`config.mk`:
```
export PLATFORM = sky130hd
export DESIGN_NAME = selective_repeat_reorder_receiver
export DESIGN_NICKNAME = d
export VERILOG_FILES = /design/src/srrr_pkg.sv /design/src/srrr_slot_store.sv /design/src/selective_repeat_reorder_receiver.sv
export VERILOG_INCLUDE_DIRS = /design/src /design/src/src
export SDC_FILE = /design/constraint.sdc
export NUM_CORES = 1
export LEC_CHECK = 0
export BUFFER_PORTS_ARGS = -buffer_cell sky130_fd_sc_hd__buf_2
export CORE_ASPECT_RATIO = 0.5
export CORE_MARGIN = 5
export CORE_UTILIZATION = 58
export CTS_CLUSTER_SIZE = 30
export DETAILED_ROUTE_END_ITERATION = 6
export PLACE_DENSITY = 0.79
export SLEW_MARGIN = 5
export SYNTH_ARGS = -nofsm -noshare
export SYNTH_HDL_FRONTEND = slang
export SYNTH_HIERARCHICAL = 1
export SYNTH_SLANG_ARGS = --single-unit
```
`constraint.sdc`:
```
create_clock -name i_clk -period 4.55 [get_ports i_clk]
set_clock_uncertainty 0.15 [all_clocks]
set_input_delay 0.6825 -clock i_clk [delete_from_list [all_inputs] [get_ports i_clk]]
set_output_delay 0.6825 -clock i_clk [all_outputs]
set_load 0.1 [all_outputs]
```
`src/assert_macros.svh`:
```
// ---------------------------------------------------------------------------
// assert_macros.svh
// Assertion macros shared by the reorder receiver RTL. Empty for synthesis.
// ---------------------------------------------------------------------------
`ifndef ASSERT_MACROS_SVH
`define ASSERT_MACROS_SVH

`ifndef SYNTHESIS

// Property checked every clock, skipped while reset is held.
`define SRRR_ASSERT(label, prop, msg) \
    label: assert property (@(posedge i_clk) disable iff (!i_rst_n) (prop)) \
        else $error(msg);

// Property checked every clock, reset included.
`define SRRR_ASSERT_ALWAYS(label, prop, msg) \
    label: assert property (@(posedge i_clk) (prop)) else $error(msg);

`else

`define SRRR_ASSERT(label, prop, msg)
`define SRRR_ASSERT_ALWAYS(label, prop, msg)

`endif

`endif

```
`src/srrr_pkg.sv`:
```
`timescale 1ns / 1ps
// ---------------------------------------------------------------------------
// srrr_pkg
// Constants, types and helpers of the selective-repeat reorder receiver.
// ---------------------------------------------------------------------------
package srrr_pkg;

    localparam int WINDOW_SIZE = 2;
    localparam int HANDLE_BITS = 16;

    localparam int NSLOTS = 2 * WINDOW_SIZE;
    localparam int IDX_W  = $clog2(NSLOTS);
    localparam int SEQ_W  = $clog2(NSLOTS + 1);
    localparam int CNT_W  = $clog2(NSLOTS);
    localparam int HND_W  = 16;
    localparam int BYTE_W = 8;

    // only the low HANDLE_BITS of a handle are kept
    localparam logic [HND_W-1:0] H_MASK = (HANDLE_BITS >= HND_W) ? {HND_W{1'b1}} :
        HND_W'((64'd1 << HANDLE_BITS) - 64'd1);

    typedef enum logic [1:0] {
        KIND_DELIVER = 2'd0,
        KIND_ACK     = 2'd1,
        KIND_DUP     = 2'd2,
        KIND_INVALID = 2'd3
    } t_kind;

    typedef enum logic [1:0] {
        S_IDLE,
        S_FIRST,
        S_DRAIN,
        S_ACK
    } t_state;

    typedef struct packed {
        logic             wr_en;
        logic [IDX_W-1:0] wr_idx;
        logic [HND_W-1:0] wr_handle;
        logic             clr_en;
        logic [IDX_W-1:0] clr_idx;
    } t_slot_ctl;

    // next sequence number with wrap from NSLOTS back to 1
    function automatic logic [SEQ_W-1:0] next_seq(input logic [SEQ_W-1:0] s);
        next_seq = (s == SEQ_W'(NSLOTS)) ? SEQ_W'(1) : SEQ_W'(s + SEQ_W'(1));
    endfunction

endpackage

```
`src/srrr_slot_store.sv`:
```
`timescale 1ns / 1ps
// ---------------------------------------------------------------------------
// srrr_slot_store
// Hold slots for out-of-order packets: a valid bit and a handle per slot.
// ---------------------------------------------------------------------------
`include "assert_macros.svh"

module srrr_slot_store
    import srrr_pkg::*;
(
    input  logic             i_clk,
    input  logic             i_rst_n,
    input  t_slot_ctl        i_ctl,
    input  logic [IDX_W-1:0] i_rd_idx,
    output logic [NSLOTS-1:0] o_valid,
    output logic [HND_W-1:0] o_rd_handle
);

    logic [NSLOTS-1:0] r_valid;
    logic [NSLOTS-1:0] n_valid;
    logic [HND_W-1:0]  r_handle [NSLOTS];

    always_comb begin
        n_valid = r_valid;
        if (i_ctl.clr_en) begin
            n_valid[i_ctl.clr_idx] = 1'b0;
        end
        if (i_ctl.wr_en) begin
            n_valid[i_ctl.wr_idx] = 1'b1;
        end
    end

    always_ff @(posedge i_clk) begin
        if (!i_rst_n) begin
            r_valid <= '0;
        end else begin
            r_valid <= n_valid;
        end
    end

    // handle payload, no reset: only read behind a set valid bit
    always_ff @(posedge i_clk) begin
        if (i_ctl.wr_en) begin
            r_handle[i_ctl.wr_idx] <= i_ctl.wr_handle;
        end
    end

    assign o_valid     = r_valid;
    assign o_rd_handle = r_handle[i_rd_idx];

    `SRRR_ASSERT(a_no_wr_clr_same, !(i_ctl.wr_en && i_ctl.clr_en), "slot write and clear together")
    `SRRR_ASSERT(a_wr_free_slot, i_ctl.wr_en |-> !r_valid[i_ctl.wr_idx], "write to an occupied slot")
    `SRRR_ASSERT(a_clr_held_slot, i_ctl.clr_en |-> r_valid[i_ctl.clr_idx], "drain of an empty slot")

endmodule

```
`src/selective_repeat_reorder_receiver.sv`:
```
`timescale 1ns / 1ps
// ---------------------------------------------------------------------------
// selective_repeat_reorder_receiver
// Receiver side of a selective-repeat scheme: in-order delivery, hold and
// drain of out-of-order packets, duplicate and invalid-number drops, acks.
// ---------------------------------------------------------------------------
// One packet descriptor is taken at a time; o_in_stall stays high until its
// last result beat is loaded into the output register. A descriptor is
// accepted, then gives its first result, then one beat per drained held slot
// until the drain ends, then the acknowledge. A held packet gives no first
// result and no drain, a duplicate no drain, and an invalid number only its
// first result; an in-order one drains up to 2*WINDOW_SIZE-1 held slots. The
// output side can stall each result. The drain walks the slot store through
// one shared increment-and-compare step per cycle while the output is free.
`include "assert_macros.svh"

module selective_repeat_reorder_receiver
    import srrr_pkg::*;
(
    input  logic              i_clk,
    input  logic              i_rst_n,
    input  logic              i_in_valid,
    output logic              o_in_stall,
    input  logic [BYTE_W-1:0] i_seq_num,
    input  logic [BYTE_W-1:0] i_window_num,
    input  logic [HND_W-1:0]  i_buffer_handle,
    output logic              o_out_valid,
    input  logic              i_out_stall,
    output logic [1:0]        o_kind,
    output logic [HND_W-1:0]  o_out_handle,
    output logic [BYTE_W-1:0] o_out_seq,
    output logic              o_last
);

    t_state r_state, n_state;

    logic [BYTE_W-1:0] r_seq;
    logic [BYTE_W-1:0] r_win;
    logic [HND_W-1:0]  r_handle;

    logic [SEQ_W-1:0]  r_exp_seq, n_exp_seq;
    logic [BYTE_W-1:0] r_cur_win, n_cur_win;
    logic [NSLOTS-1:0] r_rcv, n_rcv;
    logic [CNT_W-1:0]  r_cnt, n_cnt;

    logic              r_out_valid, n_out_valid;
    logic [1:0]        r_kind, n_kind;
    logic [HND_W-1:0]  r_out_handle, n_out_handle;
    logic [BYTE_W-1:0] r_out_seq, n_out_seq;
    logic              r_last, n_last;

    t_slot_ctl         slot_ctl;
    logic [NSLOTS-1:0] slot_valid;
    logic [HND_W-1:0]  slot_handle;
    logic [IDX_W-1:0]  exp_idx;

    logic              in_acc;
    logic              out_free;
    logic              seq_bad;
    logic              seq_exp;
    logic [IDX_W-1:0]  seq_idx;
    logic [NSLOTS-1:0] rcv_eff;
    logic              drain_go;

    assign in_acc   = i_in_valid && !o_in_stall;
    assign out_free = !r_out_valid || !i_out_stall;
    assign seq_bad  = (r_seq == '0) || (r_seq > BYTE_W'(NSLOTS));
    assign seq_exp  = (r_seq == BYTE_W'(r_exp_seq));
    assign seq_idx  = IDX_W'(r_seq - BYTE_W'(1));
    assign exp_idx  = IDX_W'(r_exp_seq - SEQ_W'(1));
    assign rcv_eff  = (r_win != r_cur_win) ? '0 : r_rcv;
    assign drain_go = slot_valid[exp_idx] && (r_cnt != CNT_W'(NSLOTS - 1));

    srrr_slot_store u_slots (
        .i_clk       (i_clk),
        .i_rst_n     (i_rst_n),
        .i_ctl       (slot_ctl),
        .i_rd_idx    (exp_idx),
        .o_valid     (slot_valid),
        .o_rd_handle (slot_handle)
    );

    // next state
    always_comb begin
        n_state = r_state;
        unique case (r_state)
            S_IDLE: begin
                if (in_acc) n_state = S_FIRST;
            end
            S_FIRST: begin
                priority if (seq_bad) begin
                    if (out_free) n_state = S_IDLE;
                end else if (seq_exp) begin
                    if (out_free) n_state = S_DRAIN;
                end else if (rcv_eff[seq_idx] || slot_valid[seq_idx]) begin
                    if (out_free) n_state = S_ACK;
                end else begin
                    n_state = S_ACK;
                end
            end
            S_DRAIN: begin
                if (!drain_go) n_state = S_ACK;
            end
            S_ACK: begin
                if (out_free) n_state = S_IDLE;
            end
            default: n_state = S_IDLE;
        endcase
    end

    // datapath and result beats
    always_comb begin
        n_exp_seq    = r_exp_seq;
        n_cur_win    = r_cur_win;
        n_rcv        = r_rcv;
        n_cnt        = r_cnt;
        n_out_valid  = r_out_valid && i_out_stall;
        n_kind       = r_kind;
        n_out_handle = r_out_handle;
        n_out_seq    = r_out_seq;
        n_last       = r_last;
        slot_ctl     = '0;
        slot_ctl.wr_idx    = seq_idx;
        slot_ctl.wr_handle = r_handle & H_MASK;
        slot_ctl.clr_idx   = exp_idx;
        unique case (r_state)
            S_IDLE: begin
            end
            S_FIRST: begin
                priority if (seq_bad) begin
                    if (out_free) begin
                        n_out_valid  = 1'b1;
                        n_kind       = KIND_INVALID;
                        n_out_handle = r_handle & H_MASK;
                        n_out_seq    = r_seq;
                        n_last       = 1'b1;
                    end
                end else if (seq_exp) begin
                    if (out_free) begin
                        n_cur_win          = r_win;
                        n_rcv              = rcv_eff;
                        n_rcv[seq_idx]     = 1'b1;
                        n_exp_seq          = next_seq(r_exp_seq);
                        n_cnt              = '0;
                        n_out_valid        = 1'b1;
                        n_kind             = KIND_DELIVER;
                        n_out_handle       = r_handle & H_MASK;
                        n_out_seq          = r_seq;
                        n_last             = 1'b0;
                    end
                end else if (rcv_eff[seq_idx] || slot_valid[seq_idx]) begin
                    if (out_free) begin
                        n_cur_win      = r_win;
                        n_rcv          = rcv_eff;
                        n_rcv[seq_idx] = 1'b1;
                        n_out_valid    = 1'b1;
                        n_kind         = KIND_DUP;
                        n_out_handle   = r_handle & H_MASK;
                        n_out_seq      = r_seq;
                        n_last         = 1'b0;
                    end
                end else begin
                    // unseen, out of order: park it
                    n_cur_win      = r_win;
                    n_rcv          = rcv_eff;
                    n_rcv[seq_idx] = 1'b1;
                    slot_ctl.wr_en = 1'b1;
                end
            end
            S_DRAIN: begin
                if (drain_go && out_free) begin
                    slot_ctl.clr_en = 1'b1;
                    n_exp_seq       = next_seq(r_exp_seq);
                    n_cnt           = CNT_W'(r_cnt + CNT_W'(1));
                    n_out_valid     = 1'b1;
                    n_kind          = KIND_DELIVER;
                    n_out_handle    = slot_handle;
                    n_out_seq       = BYTE_W'(r_exp_seq);
                    n_last          = 1'b0;
                end
            end
            S_ACK: begin
                if (out_free) begin
                    n_out_valid  = 1'b1;
                    n_kind       = KIND_ACK;
                    n_out_handle = '0;
                    n_out_seq    = r_seq;
                    n_last       = 1'b1;
                end
            end
            default: begin
            end
        endcase
    end

    always_ff @(posedge i_clk) begin
        if (!i_rst_n) begin
            r_state     <= S_IDLE;
            r_exp_seq   <= SEQ_W'(1);
            r_cur_win   <= '0;
            r_rcv       <= '0;
            r_cnt       <= '0;
            r_out_valid <= 1'b0;
        end else begin
            r_state     <= n_state;
            r_exp_seq   <= n_exp_seq;
            r_cur_win   <= n_cur_win;
            r_rcv       <= n_rcv;
            r_cnt       <= n_cnt;
            r_out_valid <= n_out_valid;
        end
    end

    always_ff @(posedge i_clk) begin
        if (in_acc) begin
            r_seq    <= i_seq_num;
            r_win    <= i_window_num;
            r_handle <= i_buffer_handle;
        end
        r_kind       <= n_kind;
        r_out_handle <= n_out_handle;
        r_out_seq    <= n_out_seq;
        r_last       <= n_last;
    end

    assign o_in_stall   = (r_state != S_IDLE);
    assign o_out_valid  = r_out_valid;
    assign o_kind       = r_kind;
    assign o_out_handle = r_out_handle;
    assign o_out_seq    = r_out_seq;
    assign o_last       = r_last;

    `SRRR_ASSERT(a_exp_range, (r_exp_seq != '0) && (r_exp_seq <= SEQ_W'(NSLOTS)), "expected seq out of range")
    `SRRR_ASSERT(a_ack_last, (o_out_valid && (o_kind == KIND_ACK)) |-> o_last, "ack beat not last")
    `SRRR_ASSERT(a_accept_first, in_acc |=> (r_state == S_FIRST), "accepted beat not classified")

endmodule

```
==> results.json, run 1 <==
{
  "postSynthAreaPerCell_um2": 15.09,
  "antenna_left": 0,
  "critPathTopFamily": "compound AO/OA/AOI/OAI gates",
  "seq_area_frac_synth_pct": 69.86,
  "cts_tree": "yes",
  "utilization_pct": 69.71,
  "h-tree-depth": 4,
  "worst_pin_slew_ns": 0.9974,
  "numClockSinks": 147,
  "fin_tns_setup_ns": 0,
  "gp_congestion": 0.7963,
  "synth_edf_count": 123,
  "slew_violations": 0,
  "wirelength_um": 10960,
  "yosysWarnings": 6,
  "p_sw_share_pct": 23.35,
  "slew_headroom_pct": 33.42,
  "p_int_uw": 2405,
  "p_comb_share_pct": 7.1,
  "post_cts_buffers": 0,
  "firstDrtPassIters": 5,
  "grt_usage_pct": 18.81,
  "port_buffers": 64,
  "min_to": "r_handle[8]",
  "final_cell_area_mm2": 0.007053,
  "pin_count": 65,
  "antenna_cells": 0,
  "drtIter0Drc": 282,
  "cp_slowest_cell": "o32ai_1",
  "worst-setup-path-type": "reg -> reg",
  "worst_setup_path_start_kind": "register",
  "globalRouteOverflowTotal": 0,
  "ctsHoldBuffers": 0,
  "powerDensity_mw_per_mm2": 444.8,
  "synth_cell_types": 42,
  "post-route-min-period_ns": 3.192,
  "ir_worst_vdd_mv": 0.2724,
  "drive_gt1_share_pct": 27.07,
  "yosys.area.top_type": "edfxtp_1",
  "reg2reg_to": "o_out_handle[2]",
  "insertion_delay_ns": 0.42,
  "wire_per_inst_um": 17.56,
  "nets": 515,
  "drv_cap": 0,
  "synthesis.area_mm2": 0.005974,
  "crit_arrival_ns": 3.19,
  "r2r-start": "r_seq[0]",
  "min_path_cells": 1,
  "drc_errors": 0,
  "leakagePower_uw": 0.002655,
  "rsz0062_at_grt": "no",
  "clk_root_buffer_cell": "clkbuf_16",
  "synth_area_leaders": "edfxtp_1, dfxtp_1, mux4_2",
  "via_per_inst": 5.417,
  "cp_max_fo": 16,
  "rows": 26,
  "synth_top_area_share_pct": 61.82,
  "core_region_area_mm2": 0.01012,
  "grt_pass1_wl_um": 17620,
  "n_fill_cell": 646,
  "final-hold-violation-count": 0,
  "synth_seq_cells": 147,
  "synth_fp_nets": 440,
  "area_growth_pct": 18.05,
  "cts_buffer_depth": 2,
  "postSynthCellCount": 396,
  "cts_resized": 0,
  "fp.dieH_um": 81.77,
  "regToRegSetupSlack_ns": 1.36,
  "die_w_um": 153.5,
  "path_clk_slew_ns": 0.06,
  "grt_pass1_vias": 3398,
  "hpwl_um": 6655,
  "grt_max_degree": 39,
  "hold_path_class": "in -> reg",
  "p_sw_uw": 732.4,
  "postPlaceCellArea_mm2": 0.006456,
  "clock.fmax_ghz": 0.3133,
  "cts_made_buffers": 17,
  "reg2reg_depth": 8,
  "cp.buffers_inverters": 2,
  "setup_violations": 0,
  "die_area_mm2": 0.01255,
  "vias": 3380,
  "hold_path_startpoint": "i_buffer_handle[8]",
  "clkPwrFrac_pct": 44.0,
  "timing.final.crit_share_pct": 70.14,
  "critPathMaxStageDelay_ns": 0.69,
  "cp.required_ns": 4.55,
  "antenna_found_initial": 0,
  "end_kind": "register",
  "synthFlopType": "edfxtp_1",
  "path_cells": "inv_1, ha_1, xnor2_1, nor4b_4, nand2_1, o32ai_1, a31oi_2, buf_4",
  "seq_power_share_pct": 49.0,
  "async_flop_share_pct": 0,
  "outcome": "finished, final reports clean",
  "initial_utilization_pct": 59.05
}
layer usage:
metal / part of all wire [%] / vias up / routed length [µm] / track usage [%]
met1: 43 / 1631 / 4687 / 23.94
met3: 7.8 / 11 / 852 / 5.632
met4: 0.78 / 0 / 85 / 7.225
met5: 0 / - / 0 / 0
met2: 49 / 116 / 5333 / 31.22
li1: - / 1622 / - / -
cells by family (layout without fill, tap and decap cells):
family | after synthesis | count (layout) | share of synthesized area, %
AND/OR/NAND/NOR | 106 | 106 | 8.712
multiplexers | 28 | 28 | 9.047
XOR/XNOR | 12 | 12 | 1.759
flip-flops | 147 | 147 | 69.86
AO/OA/AOI/OAI | 54 | 54 | 5.864
buffers and inverters | 41 | 129 | 3.079
adder cells (fa/ha/maj) | 8 | 8 | 1.675
power groups by stage:
stage	clock network (µW)	logic (µW)	registers, µW
finish	1380	222	1540
global placement	0	219	1560
global route	1480	234	1540
floorplan	0	63.0	1670
detailed placement	0	221	1560
CTS	1410	223	1540
cells in the final DEF, fill, tap and decap left out, types with 4 or more instances in the layout:
cell type,n
inv_1,25
nand2b_1,4
nor2_1,12
a31o_2,4
or2_2,6
and2_1,5
clkbuf_16,17
o22ai_1,5
ha_1,8
dfxtp_1,24
mux4_1,6
nand2_1,53
edfxtp_1,123
buf_4,8
mux4_2,13
o21ai_0,17
xor2_1,11
mux2i_1,9
buf_2,64
a21oi_1,10
and3_1,7
nand3_1,4
sequential cells by signal, indices dropped and copies added, names as in the netlist, 2 cells and up:
name	flops
o_kind	2
o_out_handle	16
o_out_seq	8
r_cnt	2
r_cur_win	8
r_exp_seq	3
r_handle	16
r_rcv	4
r_seq	8
r_state	2
r_win	8
u_slots/o_valid	4
u_slots/r_handle	64
metrics by stage:
step	total power, µW	worst slack (ns)	hold WS (ns)	std cells
floorplan	1728	1.258	0.2965	396
global placement	1781	1.601	0.3045	592
detailed placement	1785	1.414	0.3153	592
CTS	3166	1.386	0.2705	624
global route	3250	1.157	0.2672	624
finish	3137	1.358	0.2882	624
cell type report:
type | count | area [µm²] | share of cell area, %
clock buffers | 21 | 470.5 | 6.670
clock inverters | 11 | 126.4 | 1.792
multi-input cells | 208 | 1633 | 23.15
inverters | 25 | 93.84 | 1.330
repair buffers | 72 | 380.4 | 5.393
flip-flops and latches | 147 | 4174 | 59.18
well taps | 140 | 175.2 | 2.484
how the worst max path moves through the flow:
stage	from	end	slack [ns]	depth (start not counted)
2_1_floorplan	r_seq[0]	o_out_handle[0]	1.26	7
3_3_place_gp	r_seq[0]	o_out_handle[7]	1.60	8
3_5_place_dp	r_seq[0]	o_out_handle[7]	1.41	8
4_1_cts	r_seq[0]	o_out_handle[7]	1.39	8
5_1_grt	r_seq[0]	o_out_handle[13]	1.16	8
6_report	r_seq[0]	o_out_handle[2]	1.36	8
synth_stat cells (7+ instances only):
cell type,count
a21oi_1,10
and3_1,7
clkbuf_1,11
dfxtp_1,24
edfxtp_1,123
ha_1,8
inv_1,25
mux2i_1,9
mux4_2,13
nand2_1,53
nor2_1,13
o21ai_0,17
xor2_1,11
Power figures use the tool's default switching activity.
==> run 2, diff against run 1 <==
--- a/config.mk
+++ b/config.mk
@@ -9,10 +9,10 @@
 export BUFFER_PORTS_ARGS = -buffer_cell sky130_fd_sc_hd__buf_2
 export CORE_ASPECT_RATIO = 0.5
 export CORE_MARGIN = 5
-export CORE_UTILIZATION = 58
+export CORE_UTILIZATION = 52
 export CTS_CLUSTER_SIZE = 30
 export DETAILED_ROUTE_END_ITERATION = 6
-export PLACE_DENSITY = 0.79
+export PLACE_DENSITY = 0.75
 export SLEW_MARGIN = 5
 export SYNTH_ARGS = -nofsm -noshare
 export SYNTH_HDL_FRONTEND = slang
==> constraint.sdc (replaced) <==
create_clock -name i_clk -period 2.6 [get_ports i_clk]
set_clock_uncertainty 0.15 [all_clocks]
set_input_delay 0.39 -clock i_clk [delete_from_list [all_inputs] [get_ports i_clk]]
set_output_delay 0.39 -clock i_clk [all_outputs]
set_load 0.1 [all_outputs]
==> run 2 against run 1 <==
The flow now finishes with violations (setup timing). Sequential share of layout area down 5.8 points. Critical path depth down 1. Non-clock buffer count up 75. Global-route usage rose by 0.58 points. Power is 72% higher. Register-to-register slack lost 1.4 ns. Clock power rose by 61%. Via count grew 13%. Count of clock-buffer cells in the layout shrank 3. Wire length up 18%.
==> results.json, run 2 (synthesized netlist as in run 1, its figures left out) <==
{
  "outcome": "finished, violations left",
  "violations": "setup timing",
  "die_w_um": 161.6,
  "h-tree-depth": 4,
  "gp_congestion": 0.8857,
  "total_power_uw": 5397,
  "cts_made_buffers": 17,
  "timing.final.crit_share_pct": 102.2,
  "cpMostUsedCell": "buf_4",
  "drv_cap": 0,
  "ir_worst_vdd_mv": 0.5775,
  "layout_commonest_cell": "edfxtp_1",
  "cts_buffer_depth": 2,
  "wire_per_inst_um": 18.45,
  "fin_cells": 703,
  "insertion_delay_ns": 0.41,
  "wirelength_um": 12970,
  "grt_pass1_wl_um": 20300,
  "nets": 590,
  "hold_path_class": "in -> reg",
  "globalRouteOverflowTotal": 0,
  "hpwl_um": 7695,
  "antenna_left": 0,
  "rows": 27,
  "setup_violations": 18,
  "crit_arrival_ns": 2.66,
  "antenna_found_initial": 0,
  "worst-setup-path-type": "reg -> reg",
  "largest_register_ffs": 64,
  "worst_setup_path_start_kind": "register",
  "slew_headroom_pct": 55.47,
  "path_cells": "or4_4, nor4b_4, buf_4, nand2_4, o32ai_2, buf_4, inv_1",
  "n_fill_cell": 684,
  "powerDensity_mw_per_mm2": 689.8,
  "cp.required_ns": 2.60,
  "port_buffers": 64,
  "clock.fmax_ghz": 0.3763,
  "cp_slowest_cell": "or4_4",
  "drtIter0Drc": 279,
  "critPathMaxStageDelay_ns": 0.57,
  "firstDrtPassIters": 4,
  "fp.dieH_um": 85.80,
  "slew_violations": 0,
  "worst_pin_slew_ns": 0.6670,
  "clk_root_buffer_cell": "clkbuf_16",
  "grt_max_degree": 39,
  "numClockSinks": 147,
  "core_region_area_mm2": 0.01111,
  "cts_tree": "yes",
  "dpl.cell_count": 630,
  "pin_count": 65,
  "grt_usage_pct": 19.39,
  "vias": 3824,
  "seqCellArea_mm2": 0.004174,
  "largest-register": "u_slots/r_handle",
  "grt_pass1_vias": 3870,
  "multi_input_comb_area_mm2": 0.001725,
  "path_clk_slew_ns": 0.06,
  "die_area_mm2": 0.01386,
  "utilization_pct": 70.39,
  "rsz0062_at_grt": "yes",
  "antenna_cells": 0,
  "final-hold-violation-count": 0,
  "cp_max_fo": 5,
  "drive_gt1_share_pct": 33.87,
  "layout_common_cells": "edfxtp_1, buf_2, nand2_1",
  "leakagePower_uw": 0.003028,
  "via_per_inst": 5.440,
  "post-route-min-period_ns": 2.658,
  "fin_ws_ns": -0.05768,
  "initial_utilization_pct": 53.75,
  "drc_errors": 0,
  "end_kind": "register",
  "area_growth_pct": 30.95
}
-- run 2: metal layers --
metal	track usage, %	vias to the layer above	routed length, µm
met5	0	-	0
met4	5.882	0	221
met3	5.425	26	752
met2	32.97	142	6522
met1	24.68	1876	5472
li1	-	1780	-
-- run 2: final timing paths --
check | cells after the start | endpoint | from | slack [ns]
hold reg to reg | 2 | r_cur_win[7] | r_cur_win[7] | 0.32
setup reg to reg | 7 | o_out_seq[3] | r_seq[6] | -0.06
hold / removal | 1 | r_seq[0] | i_seq_num[0] | 0.02
setup / recovery | 7 | o_out_seq[3] | r_seq[6] | -0.06
-- run 2: where the power goes --
part           switching [µW]  internal (µW)
Sequential               50.4           2640
Combinational             341            144
Clock                     990           1230
-- run 2: worst max-delay path, delay by kind of cell (launching register included) --
kind / cells / cell delay, ns
AND/OR/NAND/NOR: 3 / 0.93
flip-flops: 1 / 0.39
buffers and inverters: 3 / 0.52
AO/OA/AOI/OAI: 1 / 0.40
-- run 2: area by class of cell --
cell class | count | share of cell area (%)
Sequential cell | 147 | 53.35
Timing Repair Buffer | 147 | 14.28
Clock inverter | 13 | 1.311
Clock buffer | 18 | 5.485
Inverter | 25 | 1.199
Tap cell | 145 | 2.319
Multi-Input combinational cell | 208 | 22.05
-- run 2: timing repair --
item	in CTS	in global routing
hold buffers	31	0
gates cloned	1	0
gates resized for setup	8	4
pin swaps	1	8
endpoints found under the hold margin	31	0
endpoints found under the setup margin	90	97
setup buffers	4	6
-- run 2: metrics by stage --
step                area [µm²]  setup WS (ns)  hold WS, ns  TNS (ns)
floorplan                 6027        -0.1673       0.2965    -10.69
detailed placement        6817        -0.1176       0.3180    -6.429
global route              7824        -0.1274     0.009463    -7.215
CTS                       7761       0.004250     0.004230         0
global placement          6817       -0.06335       0.3045    -1.624
finish                    7824       -0.05768      0.02388   -0.5820
